**src/rtl/stil_pkg.sv**
```systemverilog
`timescale 1ns / 1ps
// ----------------------------------------------------------------------------
// stil_pkg
// Types and codes shared by the sorted table blocks: operation and status
// codes, the stored entry layout, the result record and the control states.
// ----------------------------------------------------------------------------
package stil_pkg;

  typedef enum logic [1:0] {
    OP_INSERT = 2'd0,
    OP_LOOKUP = 2'd1,
    OP_DUMP   = 2'd2,
    OP_NONE   = 2'd3
  } op_t;

  typedef enum logic [2:0] {
    ST_INSERTED  = 3'd0,
    ST_FULL      = 3'd1,
    ST_FOUND     = 3'd2,
    ST_NOT_FOUND = 3'd3,
    ST_EMPTY     = 3'd4
  } status_t;

  typedef struct packed {
    logic signed [31:0] key;
    logic        [31:0] price;
    logic signed [31:0] count;
  } entry_t;

  typedef struct packed {
    logic    valid;
    status_t status;
    entry_t  entry;
    logic    last;
  } result_t;

  typedef enum logic [2:0] {
    S_IDLE,
    S_SHIFT,
    S_PLACE,
    S_SCAN,
    S_FINISH
  } state_t;

endpackage

```
**src/rtl/stil_if.sv**
```systemverilog
`timescale 1ns / 1ps
// ----------------------------------------------------------------------------
// stil_if
// Valid/ready channels of the sorted table: request items in, result items
// out.
// ----------------------------------------------------------------------------
interface stil_in_if;
  logic               valid;
  logic               ready;
  logic        [1:0]  op;
  logic signed [31:0] entry_key;
  logic        [31:0] price_word;
  logic signed [31:0] item_count;

  modport source (output valid, op, entry_key, price_word, item_count, input ready);
  modport sink (input valid, op, entry_key, price_word, item_count, output ready);
endinterface

interface stil_out_if;
  logic               valid;
  logic               ready;
  logic        [2:0]  status;
  logic signed [31:0] out_key;
  logic        [31:0] out_price;
  logic signed [31:0] out_count;
  logic               last;

  modport source (output valid, status, out_key, out_price, out_count, last, input ready);
  modport sink (input valid, status, out_key, out_price, out_count, last, output ready);
endinterface

```
**src/rtl/sorted_table_insert_lookup_top.sv**
```systemverilog
`timescale 1ns / 1ps
// Insert: shifts the entries above the insert place up, then writes the item;
//   a full table goes straight to the result; lookup and dump scan every filled entry.
// Throughput: one item at a time; the single read port of the entry memory
//   walks the table one entry per cycle unless a found entry waits for a busy result register.
// Reset: clears fill and control state; memory contents are kept and
//   need no clearing pass.
// ----------------------------------------------------------------------------
// sorted_table_insert_lookup_top
// Sorted table of keyed entries with insert, lookup and dump operations.
// ----------------------------------------------------------------------------
module sorted_table_insert_lookup_top #(
  parameter int CAPACITY = 32
) (
  input  logic       clk,
  input  logic       rst,
  stil_in_if.sink    req,
  stil_out_if.source rsp
);
  import stil_pkg::*;

  localparam int AW = $clog2(CAPACITY);

  logic          mem_we;
  logic [AW-1:0] mem_waddr;
  logic [AW-1:0] mem_raddr;
  entry_t        mem_wdata;
  entry_t        mem_rdata;
  logic          out_free;
  result_t       res;

  stil_store #(.CAPACITY(CAPACITY)) u_store (
    .clk   (clk),
    .we    (mem_we),
    .waddr (mem_waddr),
    .wdata (mem_wdata),
    .raddr (mem_raddr),
    .rdata (mem_rdata)
  );

  stil_ctrl #(.CAPACITY(CAPACITY)) u_ctrl (
    .clk       (clk),
    .rst       (rst),
    .req       (req),
    .mem_we    (mem_we),
    .mem_waddr (mem_waddr),
    .mem_wdata (mem_wdata),
    .mem_raddr (mem_raddr),
    .mem_rdata (mem_rdata),
    .out_free  (out_free),
    .res       (res)
  );

  stil_out_reg u_out (
    .clk  (clk),
    .rst  (rst),
    .res  (res),
    .free (out_free),
    .rsp  (rsp)
  );

  a_no_overwrite: assert property (@(posedge clk) disable iff (rst)
    res.valid |-> (!rsp.valid || rsp.ready))
    else $error("result loaded over an untaken item");

  a_no_accept_on_write: assert property (@(posedge clk) disable iff (rst)
    (req.valid && req.ready) |-> !mem_we)
    else $error("item accepted during a table write");

  a_busy_after_write: assert property (@(posedge clk) disable iff (rst)
    mem_we |=> !req.ready)
    else $error("ready raised directly after a table write");

endmodule

```
**src/rtl/stil_store.sv**
```systemverilog
`timescale 1ns / 1ps
// ----------------------------------------------------------------------------
// stil_store
// Entry memory: one write port, one read port, read data registered.
// ----------------------------------------------------------------------------
module stil_store #(
  parameter int CAPACITY = 32,
  localparam int AW = $clog2(CAPACITY)
) (
  input  logic             clk,
  input  logic             we,
  input  logic [AW-1:0]    waddr,
  input  stil_pkg::entry_t wdata,
  input  logic [AW-1:0]    raddr,
  output stil_pkg::entry_t rdata
);
  import stil_pkg::*;

  entry_t mem [CAPACITY];

  always_ff @(posedge clk) begin
    if (we) begin
      mem[waddr] <= wdata;
    end
  end

  always_ff @(posedge clk) begin
    rdata <= mem[raddr];
  end

endmodule

```
**src/rtl/stil_out_reg.sv**
```systemverilog
`timescale 1ns / 1ps
// ----------------------------------------------------------------------------
// stil_out_reg
// Result register: holds one result item until the sink takes it.
// ----------------------------------------------------------------------------
module stil_out_reg (
  input  logic              clk,
  input  logic              rst,
  input  stil_pkg::result_t res,
  output logic              free,
  stil_out_if.source        rsp
);
  import stil_pkg::*;

  assign free = !rsp.valid || rsp.ready;

  always_ff @(posedge clk) begin
    if (rst) begin
      rsp.valid <= 1'b0;
    end else if (res.valid) begin
      rsp.valid <= 1'b1;
    end else if (rsp.ready) begin
      rsp.valid <= 1'b0;
    end
  end

  always_ff @(posedge clk) begin
    if (res.valid) begin
      rsp.status    <= res.status;
      rsp.out_key   <= res.entry.key;
      rsp.out_price <= res.entry.price;
      rsp.out_count <= res.entry.count;
      rsp.last      <= res.last;
    end
  end

endmodule

```
**src/rtl/stil_ctrl.sv**
```systemverilog
`timescale 1ns / 1ps
// ----------------------------------------------------------------------------
// stil_ctrl
// Sequencer: shifts entries up from the top while searching the insert
// place, scans the table for lookup and dump, and issues result items.
// ----------------------------------------------------------------------------
module stil_ctrl #(
  parameter int CAPACITY = 32,
  localparam int AW = $clog2(CAPACITY),
  localparam int FW = $clog2(CAPACITY + 1)
) (
  input  logic              clk,
  input  logic              rst,
  stil_in_if.sink           req,
  output logic              mem_we,
  output logic [AW-1:0]     mem_waddr,
  output stil_pkg::entry_t  mem_wdata,
  output logic [AW-1:0]     mem_raddr,
  input  stil_pkg::entry_t  mem_rdata,
  input  logic              out_free,
  output stil_pkg::result_t res
);
  import stil_pkg::*;

  state_t  state, state_next;
  op_t     op_r, op_r_next;
  entry_t  item, item_next;
  entry_t  pend, pend_next;
  logic    pend_valid, pend_valid_next;
  status_t fin_status, fin_status_next;
  logic [FW-1:0] fill, fill_next;
  logic [AW-1:0] idx, idx_next;

  logic          match;
  logic          at_end;
  logic          stall;
  logic [AW-1:0] top_addr;
  op_t           req_op;

  assign req_op   = op_t'(req.op);
  assign top_addr = AW'(fill - FW'(1));
  assign match    = (op_r == OP_DUMP) || (mem_rdata.key == item.key);
  assign at_end   = (FW'(idx) == (fill - FW'(1)));
  assign stall    = match && pend_valid && !out_free;

  always_ff @(posedge clk) begin
    if (rst) begin
      state      <= S_IDLE;
      fill       <= '0;
      pend_valid <= 1'b0;
    end else begin
      state      <= state_next;
      fill       <= fill_next;
      pend_valid <= pend_valid_next;
    end
  end

  always_ff @(posedge clk) begin
    op_r       <= op_r_next;
    item       <= item_next;
    pend       <= pend_next;
    fin_status <= fin_status_next;
    idx        <= idx_next;
  end

  always_comb begin
    state_next      = state;
    op_r_next       = op_r;
    item_next       = item;
    pend_next       = pend;
    pend_valid_next = pend_valid;
    fin_status_next = fin_status;
    fill_next       = fill;
    idx_next        = idx;
    req.ready       = 1'b0;
    mem_we          = 1'b0;
    mem_waddr       = '0;
    mem_wdata       = item;
    mem_raddr       = '0;
    res             = '0;

    unique case (state)
      S_IDLE: begin
        req.ready = 1'b1;
        if (req.valid) begin
          op_r_next       = req_op;
          item_next       = '{key: req.entry_key, price: req.price_word,
                              count: req.item_count};
          pend_valid_next = 1'b0;
          unique case (req_op)
            OP_INSERT: begin
              if (fill == FW'(CAPACITY)) begin
                fin_status_next = ST_FULL;
                state_next      = S_FINISH;
              end else begin
                fin_status_next = ST_INSERTED;
                if (fill == '0) begin
                  state_next = S_PLACE;
                end else begin
                  mem_raddr  = top_addr;
                  idx_next   = top_addr;
                  state_next = S_SHIFT;
                end
              end
            end
            OP_LOOKUP, OP_DUMP: begin
              if (fill == '0) begin
                fin_status_next = (req_op == OP_DUMP) ? ST_EMPTY : ST_NOT_FOUND;
                state_next      = S_FINISH;
              end else begin
                fin_status_next = ST_NOT_FOUND;
                mem_raddr       = '0;
                idx_next        = '0;
                state_next      = S_SCAN;
              end
            end
            default: begin
              state_next = S_IDLE;
            end
          endcase
        end
      end

      S_SHIFT: begin
        mem_we    = 1'b1;
        mem_waddr = AW'(idx + 1'b1);
        if ($signed(item.key) < $signed(mem_rdata.key)) begin
          mem_wdata = mem_rdata;
          if (idx == '0) begin
            state_next = S_PLACE;
          end else begin
            mem_raddr = AW'(idx - 1'b1);
            idx_next  = AW'(idx - 1'b1);
          end
        end else begin
          mem_wdata  = item;
          fill_next  = FW'(fill + 1'b1);
          state_next = S_FINISH;
        end
      end

      S_PLACE: begin
        mem_we     = 1'b1;
        mem_waddr  = '0;
        mem_wdata  = item;
        fill_next  = FW'(fill + 1'b1);
        state_next = S_FINISH;
      end

      S_SCAN: begin
        if (stall) begin
          mem_raddr = idx;
        end else begin
          mem_raddr = AW'(idx + 1'b1);
          idx_next  = AW'(idx + 1'b1);
          if (match) begin
            if (pend_valid) begin
              res.valid  = 1'b1;
              res.status = ST_FOUND;
              res.entry  = pend;
              res.last   = 1'b0;
            end
            pend_next       = mem_rdata;
            pend_valid_next = 1'b1;
          end
          if (at_end) begin
            state_next = S_FINISH;
          end
        end
      end

      S_FINISH: begin
        if (out_free) begin
          res.valid = 1'b1;
          res.last  = 1'b1;
          if (pend_valid) begin
            res.status = ST_FOUND;
            res.entry  = pend;
          end else begin
            res.status = fin_status;
            unique case (fin_status)
              ST_INSERTED, ST_FULL: res.entry = item;
              ST_NOT_FOUND:         res.entry = '{key: item.key, price: '0, count: '0};
              default:              res.entry = '0;
            endcase
          end
          pend_valid_next = 1'b0;
          state_next      = S_IDLE;
        end
      end

      default: begin
        state_next = S_IDLE;
      end
    endcase
  end

endmodule
```
**src/flat_wrapper.sv**
```systemverilog
// flat-port wrapper written by rule: the top's interface ports become plain ports
module sorted_table_insert_lookup_top_flat import stil_pkg::*;
#(
  parameter int CAPACITY = 32
)
  (clk, rst, req_valid, req_op, req_entry_key, req_price_word, req_item_count, req_ready, rsp_valid, rsp_status, rsp_out_key, rsp_out_price, rsp_out_count, rsp_last, rsp_ready);
  stil_in_if req_i ();
  stil_out_if rsp_i ();
  input  logic clk;
  input  logic rst;
  input wire logic [$bits(req_i.valid)-1:0] req_valid;
  input wire logic [$bits(req_i.op)-1:0] req_op;
  input wire logic [$bits(req_i.entry_key)-1:0] req_entry_key;
  input wire logic [$bits(req_i.price_word)-1:0] req_price_word;
  input wire logic [$bits(req_i.item_count)-1:0] req_item_count;
  output wire logic [$bits(req_i.ready)-1:0] req_ready;
  output wire logic [$bits(rsp_i.valid)-1:0] rsp_valid;
  output wire logic [$bits(rsp_i.status)-1:0] rsp_status;
  output wire logic [$bits(rsp_i.out_key)-1:0] rsp_out_key;
  output wire logic [$bits(rsp_i.out_price)-1:0] rsp_out_price;
  output wire logic [$bits(rsp_i.out_count)-1:0] rsp_out_count;
  output wire logic [$bits(rsp_i.last)-1:0] rsp_last;
  input wire logic [$bits(rsp_i.ready)-1:0] rsp_ready;
  assign req_i.valid = req_valid;
  assign req_i.op = req_op;
  assign req_i.entry_key = req_entry_key;
  assign req_i.price_word = req_price_word;
  assign req_i.item_count = req_item_count;
  assign req_ready = req_i.ready;
  assign rsp_valid = rsp_i.valid;
  assign rsp_status = rsp_i.status;
  assign rsp_out_key = rsp_i.out_key;
  assign rsp_out_price = rsp_i.out_price;
  assign rsp_out_count = rsp_i.out_count;
  assign rsp_last = rsp_i.last;
  assign rsp_i.ready = rsp_ready;
  sorted_table_insert_lookup_top #(.CAPACITY(CAPACITY)) u_core (.clk(clk), .rst(rst), .req(req_i), .rsp(rsp_i));
endmodule
```
**config.mk**
```make
export PLATFORM = sky130hd
export DESIGN_NAME = sorted_table_insert_lookup_top_flat
export DESIGN_NICKNAME = d
export VERILOG_FILES = /design/src/rtl/stil_pkg.sv /design/src/rtl/stil_if.sv /design/src/rtl/sorted_table_insert_lookup_top.sv /design/src/rtl/stil_store.sv /design/src/rtl/stil_out_reg.sv /design/src/rtl/stil_ctrl.sv /design/src/flat_wrapper.sv
export SDC_FILE = /design/constraint.sdc
export NUM_CORES = 2
export LEC_CHECK = 0
export BUFFER_PORTS_ARGS = -buffer_cell sky130_fd_sc_hd__buf_4
export CAP_MARGIN = 0
export CORE_UTILIZATION = 30
export DETAILED_ROUTE_END_ITERATION = 8
export GPL_TIMING_DRIVEN = 0
export RECOVER_POWER = 100
export SETUP_SLACK_MARGIN = 0.2
export SLEW_MARGIN = 20
export SYNTH_ARGS = -nofsm -noshare
export SYNTH_HDL_FRONTEND = slang
export SYNTH_SLANG_ARGS = --single-unit
```
**constraint.sdc**
```tcl
create_clock -name clk -period 7.9 [get_ports clk]
set_clock_uncertainty 0.1 [all_clocks]
set_input_delay 0.79 -clock clk [delete_from_list [all_inputs] [get_ports clk]]
set_output_delay 0.79 -clock clk [all_outputs]
set_load 0.05 [all_outputs]
```
# After elaboration in Yosys (flattened, before gate mapping)
# Memory sizes are Yosys's and may differ from the RTL's. A register that Yosys moved wholly into a read port is not among the register bits.
# Cells that the tools add are included.
dict set report word_totals {
  register_bits 313
  memories 1
  input_bits 102
  mem_bits_ro 0
  elab_cells 130
  ramBits 3072
  output_inout_bits 102
  latch_bits 0
}
# memory words word_bits read_ports rd_ports_with_merged_regs write_ports line
set memory_table {}
lappend memory_table {u_core.u_store.mem 32 96 1 1 1 stil_store.sv:19} ;# entry_t mem [CAPACITY];
dict set report classes {
  div_mod_pow 0
  shifts 0
  n_eq_ne 25
  n_reduce_logical 26
  addsub 4
  bitwise_logic 1
  n_lt_le_gt_ge 1
  multipliers 0
  n_mux 54
}
# cell n
set ops {}
lappend ops {{two-way mux 101 bit} 4}
lappend ops {{one-hot mux 101 bit (2 select lines)} 1}
lappend ops {{two-way mux 96 bit} 2}
lappend ops {{one-hot mux 96 bit (2 select lines)} 1}
lappend ops {{two-way mux 99 bit} 1}
lappend ops {{two-way mux 5 bit} 14}
lappend ops {{== test 32 bit} 1}
lappend ops {{< comparator 32 bit} 1}
lappend ops {{two-way mux 3 bit} 10}
lappend ops {{one-hot mux 5 bit (3 select lines)} 2}
lappend ops {{inequality test 2 bit, second input constant} 8}
lappend ops {{one-hot mux 3 bit (5 select lines)} 1}
lappend ops {{inequality test 3 bit, second input constant} 4}
lappend ops {{one-hot mux 3 bit (2 select lines)} 2}
lappend ops {{one-hot mux 6 bit (2 select lines)} 1}
lappend ops {{two-way mux 1 bit} 11}
lappend ops {{one-hot mux 5 bit (2 select lines)} 1}
lappend ops {{AND reduction 5 bit} 2}
lappend ops {{== test 3 x 2 -> 1 bit, second input constant} 3}
lappend ops {{AND reduction 8 bit} 1}
lappend ops {{adder 6 x 1 -> 6 bit, second input constant} 1}
lappend ops {{== test 3 x 1 -> 1 bit, second input constant} 2}
lappend ops {{== test 5 x 6 -> 1 bit} 1}
lappend ops {{== test 6 bit, second input constant} 1}
lappend ops {{23 further kinds} 35}

# Longest topological paths before layout
dict set report depth {
  ltp_word 7
  depth_mapped 18
  depth_no_buf 12
}

# Hierarchy
# From an unflattened synthesis, not the netlist that was laid out.
dict set report unflattened {
  cells_unflattened 6448
  hier_area_um2 131914.0
}
# mod instances seq_area_each_um2 cells_each area_per_inst_um2
set modules_own_cells {}
lappend modules_own_cells {stil_store 1 94170.3 5604 118492.4}
lappend modules_own_cells {stil_ctrl 1 6266.0 740 10372.4}
lappend modules_own_cells {stil_out_reg 1 3022.9 104 3049.2}

# Worst setup path before layout
# OpenSTA, ideal clock, no wires.
dict set report synth_timing {
  path_kind {register to register}
  from {register u_core.u_ctrl.item[67] in the netlist's numbering}
  to {register u_core.u_ctrl.pend[0] in the netlist's numbering (enable)}
  required_time_ns 7.132
  path_stages_with_launch 6
  arrival_ns 7.977
  slack_ns -0.845
  period_less_slack_ns 8.745
  setup_time_ns 0.668
  path_buffers 0
  cell_sequence {edfxtp_1 -> ha_1 -> nand4_1 -> nor4_2 -> a21oi_2 -> nor3_1}
}
dict set report synth_between {
  elab_chain_len 6
}
# item line
set synth_lines {}
lappend synth_lines {{start, declared} stil_ctrl.sv:27} ;# entry_t item, item_next;
lappend synth_lines {{start signal, assigned} stil_ctrl.sv:60} ;# item <= item_next;
lappend synth_lines {{== test 32 bit (*)} stil_ctrl.sv:42} ;# assign match = (op_r == OP_DUMP) || (mem_rdata.key == item.key);
lappend synth_lines {{logical OR 1 bit (*)} stil_ctrl.sv:42}
lappend synth_lines {{logical AND 1 bit (2 in a row)} stil_ctrl.sv:44} ;# assign stall = match && pend_valid && !out_free;
lappend synth_lines {{inverter 1 bit (no source line)} --}
lappend synth_lines {{AND reduction 3 bit (no source line) (*)} --}
lappend synth_lines {{end signal, assigned} stil_ctrl.sv:61} ;# pend <= pend_next;
lappend synth_lines {{end, declared} stil_ctrl.sv:28} ;# entry_t pend, pend_next;
# Every way passes the cells marked *; elsewhere a longest branch is shown, timed or not.
# A chain may end at the register's enable or synchronous reset.

# Final worst setup path
dict set report layout_timing {
  from {register u_core.u_ctrl.item[95] in the netlist's numbering}
  to {register, netlist name u_core.u_store.rdata[84]}
}
dict set report layout_between {
  elab_chain_len 6
  word_cells_on_any_way 8
  cone_classes {order compare: 1; eq/ne: 1; mux: 3; reduce/logical: 3}
}
# item line
set layout_lines {}
lappend layout_lines {{branches (longest 5 deep; another with < comparator 32 bit)} --}
lappend layout_lines {{one-hot mux 5 bit (3 select lines) (*)} stil_ctrl.sv:82} ;# unique case (state)
# Mark *: on every way between the ends.

==> results <==
- The cell count of the worst reg-to-reg path is 13.
- The critical path ends at u_core.u_store.rdata[84].
- The cell repeated most along the worst path is sky130_fd_sc_hd__buf_2.
- The core outline area is 445,700 sq um.
- In this run the power spent charging and discharging nets is 8.879 mW.
- The number of register bits inferred by synthesis is 3,481.
- Relative to the synthesized area, the layout overhead comes to 16.06%.
- The final hold slack is 0.09020 ns.
- The later-pin clock latency in the skew report is 0.94 ns.
- The average instance area after synthesis is 15.38 sq um.
- For the pin with the worst max-slew slack, the measured transition is 2.683 ns.
- Of the synthesized area, sequential elements account for 76.97%.
- By area, the combinational part of the netlist is dominated by simple AND/OR/NAND/NOR gates.
- Net switching is 22.81% of the power.
- In the final routed layout, each cell accounts on average for 29.35 microns.
- Among all flip-flop cells after synthesis, the most frequent one is sky130_fd_sc_hd__edfxtp_1.
- The number of synthesis warnings is 0.
- TritonCTS built the clock tree.
- The sort of element at the end of the critical path is a flop.
- The part of the total power dissipated in combinational logic is 5.3%.
- The synthesized netlist cell count is 8,738.
- The internal portion of the total power is 30.04 mW.
- The via count of the first global-routing pass is 78,700.
- The post-CTS resize count is 0.
- The max-slew violation count is 1,623.
- The buffers inserted during post-CTS setup optimization is 0.
- The leading area contributor after synthesis is sky130_fd_sc_hd__edfxtp_1.
- The critical path buffer and inverter count is 4.
- Detailed placement finished with a half-perimeter wire length of 324.9 mm.
- The total via count after detailed routing is 84,100.
- Yosys attributes the largest share of cell area to sky130_fd_sc_hd__edfxtp_1, sky130_fd_sc_hd__nand2_1, sky130_fd_sc_hd__mux2i_1.
- The clock edge transition at the registers on the reported setup and hold paths is 0.08 ns.
- The final reports fail on capacitance limit, slew limit, setup timing.
- In this run the critical register-to-register path is captured at u_core.u_store.rdata[84].
- The critical path class is reg2reg.
- Along the worst path, the maximum fanout reaches 10.
- The number of buffers inserted by port buffering is 203.
- The power density relative to cell area is 249.5 nW/um^2.
- In this run, flip-flops and latches consume 53.9% of the power.
- Grouping stages by cell kind, the critical path spends the most delay in simple AND/OR/NAND/NOR gates.
- For this run, the post-layout net count is 9,784.
- The critical path goes through ha_1 > nand4_1 > nor4_1 > o41ai_1 > and4_1 > buf_2 > buf_2 > a21oi_2 > buf_2 > clkbuf_1 > nor2_1 > a32oi_1 > nand4_1.
- The width of the die is 671.4 microns.
- Data arrives at the worst endpoint at 8.35 ns.
- The first global-routing pass estimated 633.7 mm of wire.
- The clock tree root driver cell is sky130_fd_sc_hd__clkbuf_16.
- The final critical delay including setup and external delays is 7.910 ns.
- The register-to-register path setup slack is -0.01 ns.
- In the routed layout, each cell is associated on average with a via count of 5.295.
- The number of enable-type register cells in the synthesized netlist is 3,374.
- Measured against the total synthesized area, the mux share comes to 6.164%.
- The largest vdd supply drop is 0.1810 mV.
- Setup repair after global routing left no endpoint under its margin.
- After the first detailed-routing iteration, the DRC count stood at 12,650.
- The sink count of the clock tree is 3,481.
- The critical path runs through a total of 13 cells.
- Data on the critical path is required at its endpoint by 8.34 ns.
- The effective utilization at floorplan is 30.16%.
- The max-slew headroom at the worst pin is -78.88%.
- The post-route netlist has 10.27% of its cells at a drive strength greater than 1.
- The flow ran to the end, but the final reports show violations.
- The initial antenna violation count is 50.
- The post-layout instance count excluding filler cells is 15,880.
- The die covers 450,700 sq um.
- In the synthesized netlist, the cells that appear most often are sky130_fd_sc_hd__edfxtp_1, sky130_fd_sc_hd__nand2_1, sky130_fd_sc_hd__nand3_1.
- Summing internal, switching and leakage power gives 38.92 mW.
- The count of cell types in the netlist is 74.
- The synthesized netlist devotes 0.1108% of its cell area to XOR and XNOR gates.
- In this run, placement finished with an instance count of 15,120.
- The residual antenna-violating net count after detailed routing is 0.
- The number of I/O pins is 204.
- The final weighted congestion of routability-driven global placement is 0.8608.
- The max capacitance violation total is 100.
- Tracing the worst setup path back leads to its startpoint at u_core.u_ctrl.item[95].
- The hold violation total from the final report came to 0.
- Global routing consumed, over all layers together, 19.95% of the routing resources.
- STA classifies the critical path startpoint as a flop.
- Setup violations remaining at the end of the flow were counted as 1.
- The longest clock path from root to sink contains 4 buffers.
- The pin count of the biggest net entering global routing is 33.
- The share of the synthesized area in compound gates (AO/OA/AOI/OAI) is 4.271%.
- The number of buffers inserted during clock tree synthesis is 346.
- The worst hold path belongs to the class in2reg.
- By instance count, the leading cell after synthesis is sky130_fd_sc_hd__edfxtp_1.
- Of the total power, the clock network draws 40.9%.
- The total number of placement rows is 245.
- The synthesized design devotes to its leading area cell type 75.38% of total area.
- For this run, the slowest stage of the critical path takes 0.96 ns.
- Summing the areas of all and, or, nand and nor instances in the mapped netlist gives 9.979% of the synthesized area.
- Global routing finished with a remaining overflow of 0.
- The pre-antenna-repair detailed-routing pass consisted of 8 iterations.
- The post-synthesis cell area is 134,400 sq um.
- The H-tree depth is 5.
- The number of design rule violations left after detail routing is 0.
- The post-synthesis async set-or-reset flop share is 0%.
- The number of nets handed over by synthesis was 8,880.
- The cell leakage power is 51.03 nW.
- From bottom edge to top edge, the die measures 671.4 microns.
- In this run the critical register-to-register path is launched from u_core.u_ctrl.item[95].
- The maximum clock frequency is 126.4 MHz.
- After clock tree synthesis, the flow added hold-fix buffers numbering 99.
- The final wirelength is 466.2 mm.
- The final worst slack is -0.009775 ns.
- The critical-path cell with the highest stage delay is sky130_fd_sc_hd__clkbuf_1.
- The adder and majority gate portion of the synthesized area is 0.3723%.
- In the finished design, the share of the clock period the worst path needs comes to 100.1%.
## power by group through the flow
stage	sequential, mW	combinational, mW	clock (mW)
finish	21.0	2.05	15.9
global route	21.0	2.15	16.7
CTS	20.9	2.14	16.0
detailed placement	21.3	2.08	0
global placement	21.4	1.96	0
floorplan	21.3	0.966	0
## worst min-delay path by stage
stage | startpoint | endpoint | depth (start not counted)
floorplan | u_core.u_store.rdata[0] | u_core.u_ctrl.pend[0] | 0
global placement | u_core.u_store.rdata[0] | u_core.u_ctrl.pend[0] | 0
detailed placement | u_core.u_store.rdata[19] | u_core.u_ctrl.pend[19] | 0
CTS | rsp_ready | u_core.u_out.rsp.valid | 3
global route | rsp_ready | u_core.u_ctrl.state[2] | 4
finish | rsp_ready | u_core.u_out.rsp.valid | 3
## routing by layer
| layer | track usage, % | vias up | wire length (microns) |
|---|---|---|---|
| met5 | 0 | - | 170 |
| met4 | 9.041 | 28 | 25100 |
| met3 | 4.824 | 971 | 53510 |
| met2 | 30.80 | 5484 | 206600 |
| met1 | 26.61 | 42440 | 180900 |
| li1 | - | 35180 | - |
## final cells by class
type | count | area, sq um
fill | 42530 | 289700
sequential | 3481 | 103500
multi-input combinational | 4666 | 28070
clock buffer | 447 | 9299
tap | 5928 | 7417
timing repair buffer | 556 | 3456
buffer | 522 | 2624
clock inverter | 180 | 1331
inverter | 69 | 259.0
antenna | 34 | 85.08
## registers in the layout, summed over array words and instances, names as in the netlist, 5 cells and up
| register | flops |
|---|---|
| u_core.u_out.rsp.out_key | 32 |
| u_core.u_ctrl.pend | 96 |
| u_core.u_ctrl.idx | 5 |
| u_core.u_store.rdata | 96 |
| u_core.u_out.rsp.out_count | 32 |
| u_core.u_ctrl.item | 96 |
| u_core.u_out.rsp.out_price | 32 |
| u_core.u_ctrl.fill | 6 |
| u_core.u_store.mem | 3072 |
## tightest hold or removal path, stage by stage
cell and delay (ns):
sky130_fd_sc_hd__buf_4 0.09, sky130_fd_sc_hd__nand2b_1 0.12, sky130_fd_sc_hd__a21oi_1 0.07
## per-stage QoR
step	cell area (sq um)	util [%]	setup TNS [ns]	setup WS, ns
after floorplan	134400	-	0	1.326
after global placement	143400	32.17	-	-6.309
after detailed placement	149400	33.51	0	1.023
after CTS	161000	36.12	0	0.9257
after global routing	156000	34.99	0	0.3743
final	156000	35.00	-0.009775	-0.009775
## kinds of logic (layout without fill, tap and decap cells)
logic type | count (synthesis) | after routing
flops | 3481 | 3481
other cells | 0 | 34
simple gates | 3084 | 3084
fa+ha+maj | 40 | 40
compound gates | 807 | 807
buf+inv | 591 | 1774
xor+xnor | 17 | 17
mux | 718 | 718
## placed cells by master, fill, tap and decap left out, drive strengths merged, types with 83 or more instances in the layout
cell         count
clkinv         141
a211oi          87
clkbuf        1082
nand2         1936
a31oi          205
nand3          706
dfxtp          107
a21oi          114
inv             83
mux2i          542
nand4          274
dlygate4sd3     99
mux2            98
buf            342
edfxtp        3374
a22o           107
(Power assumes the default switching activity.)
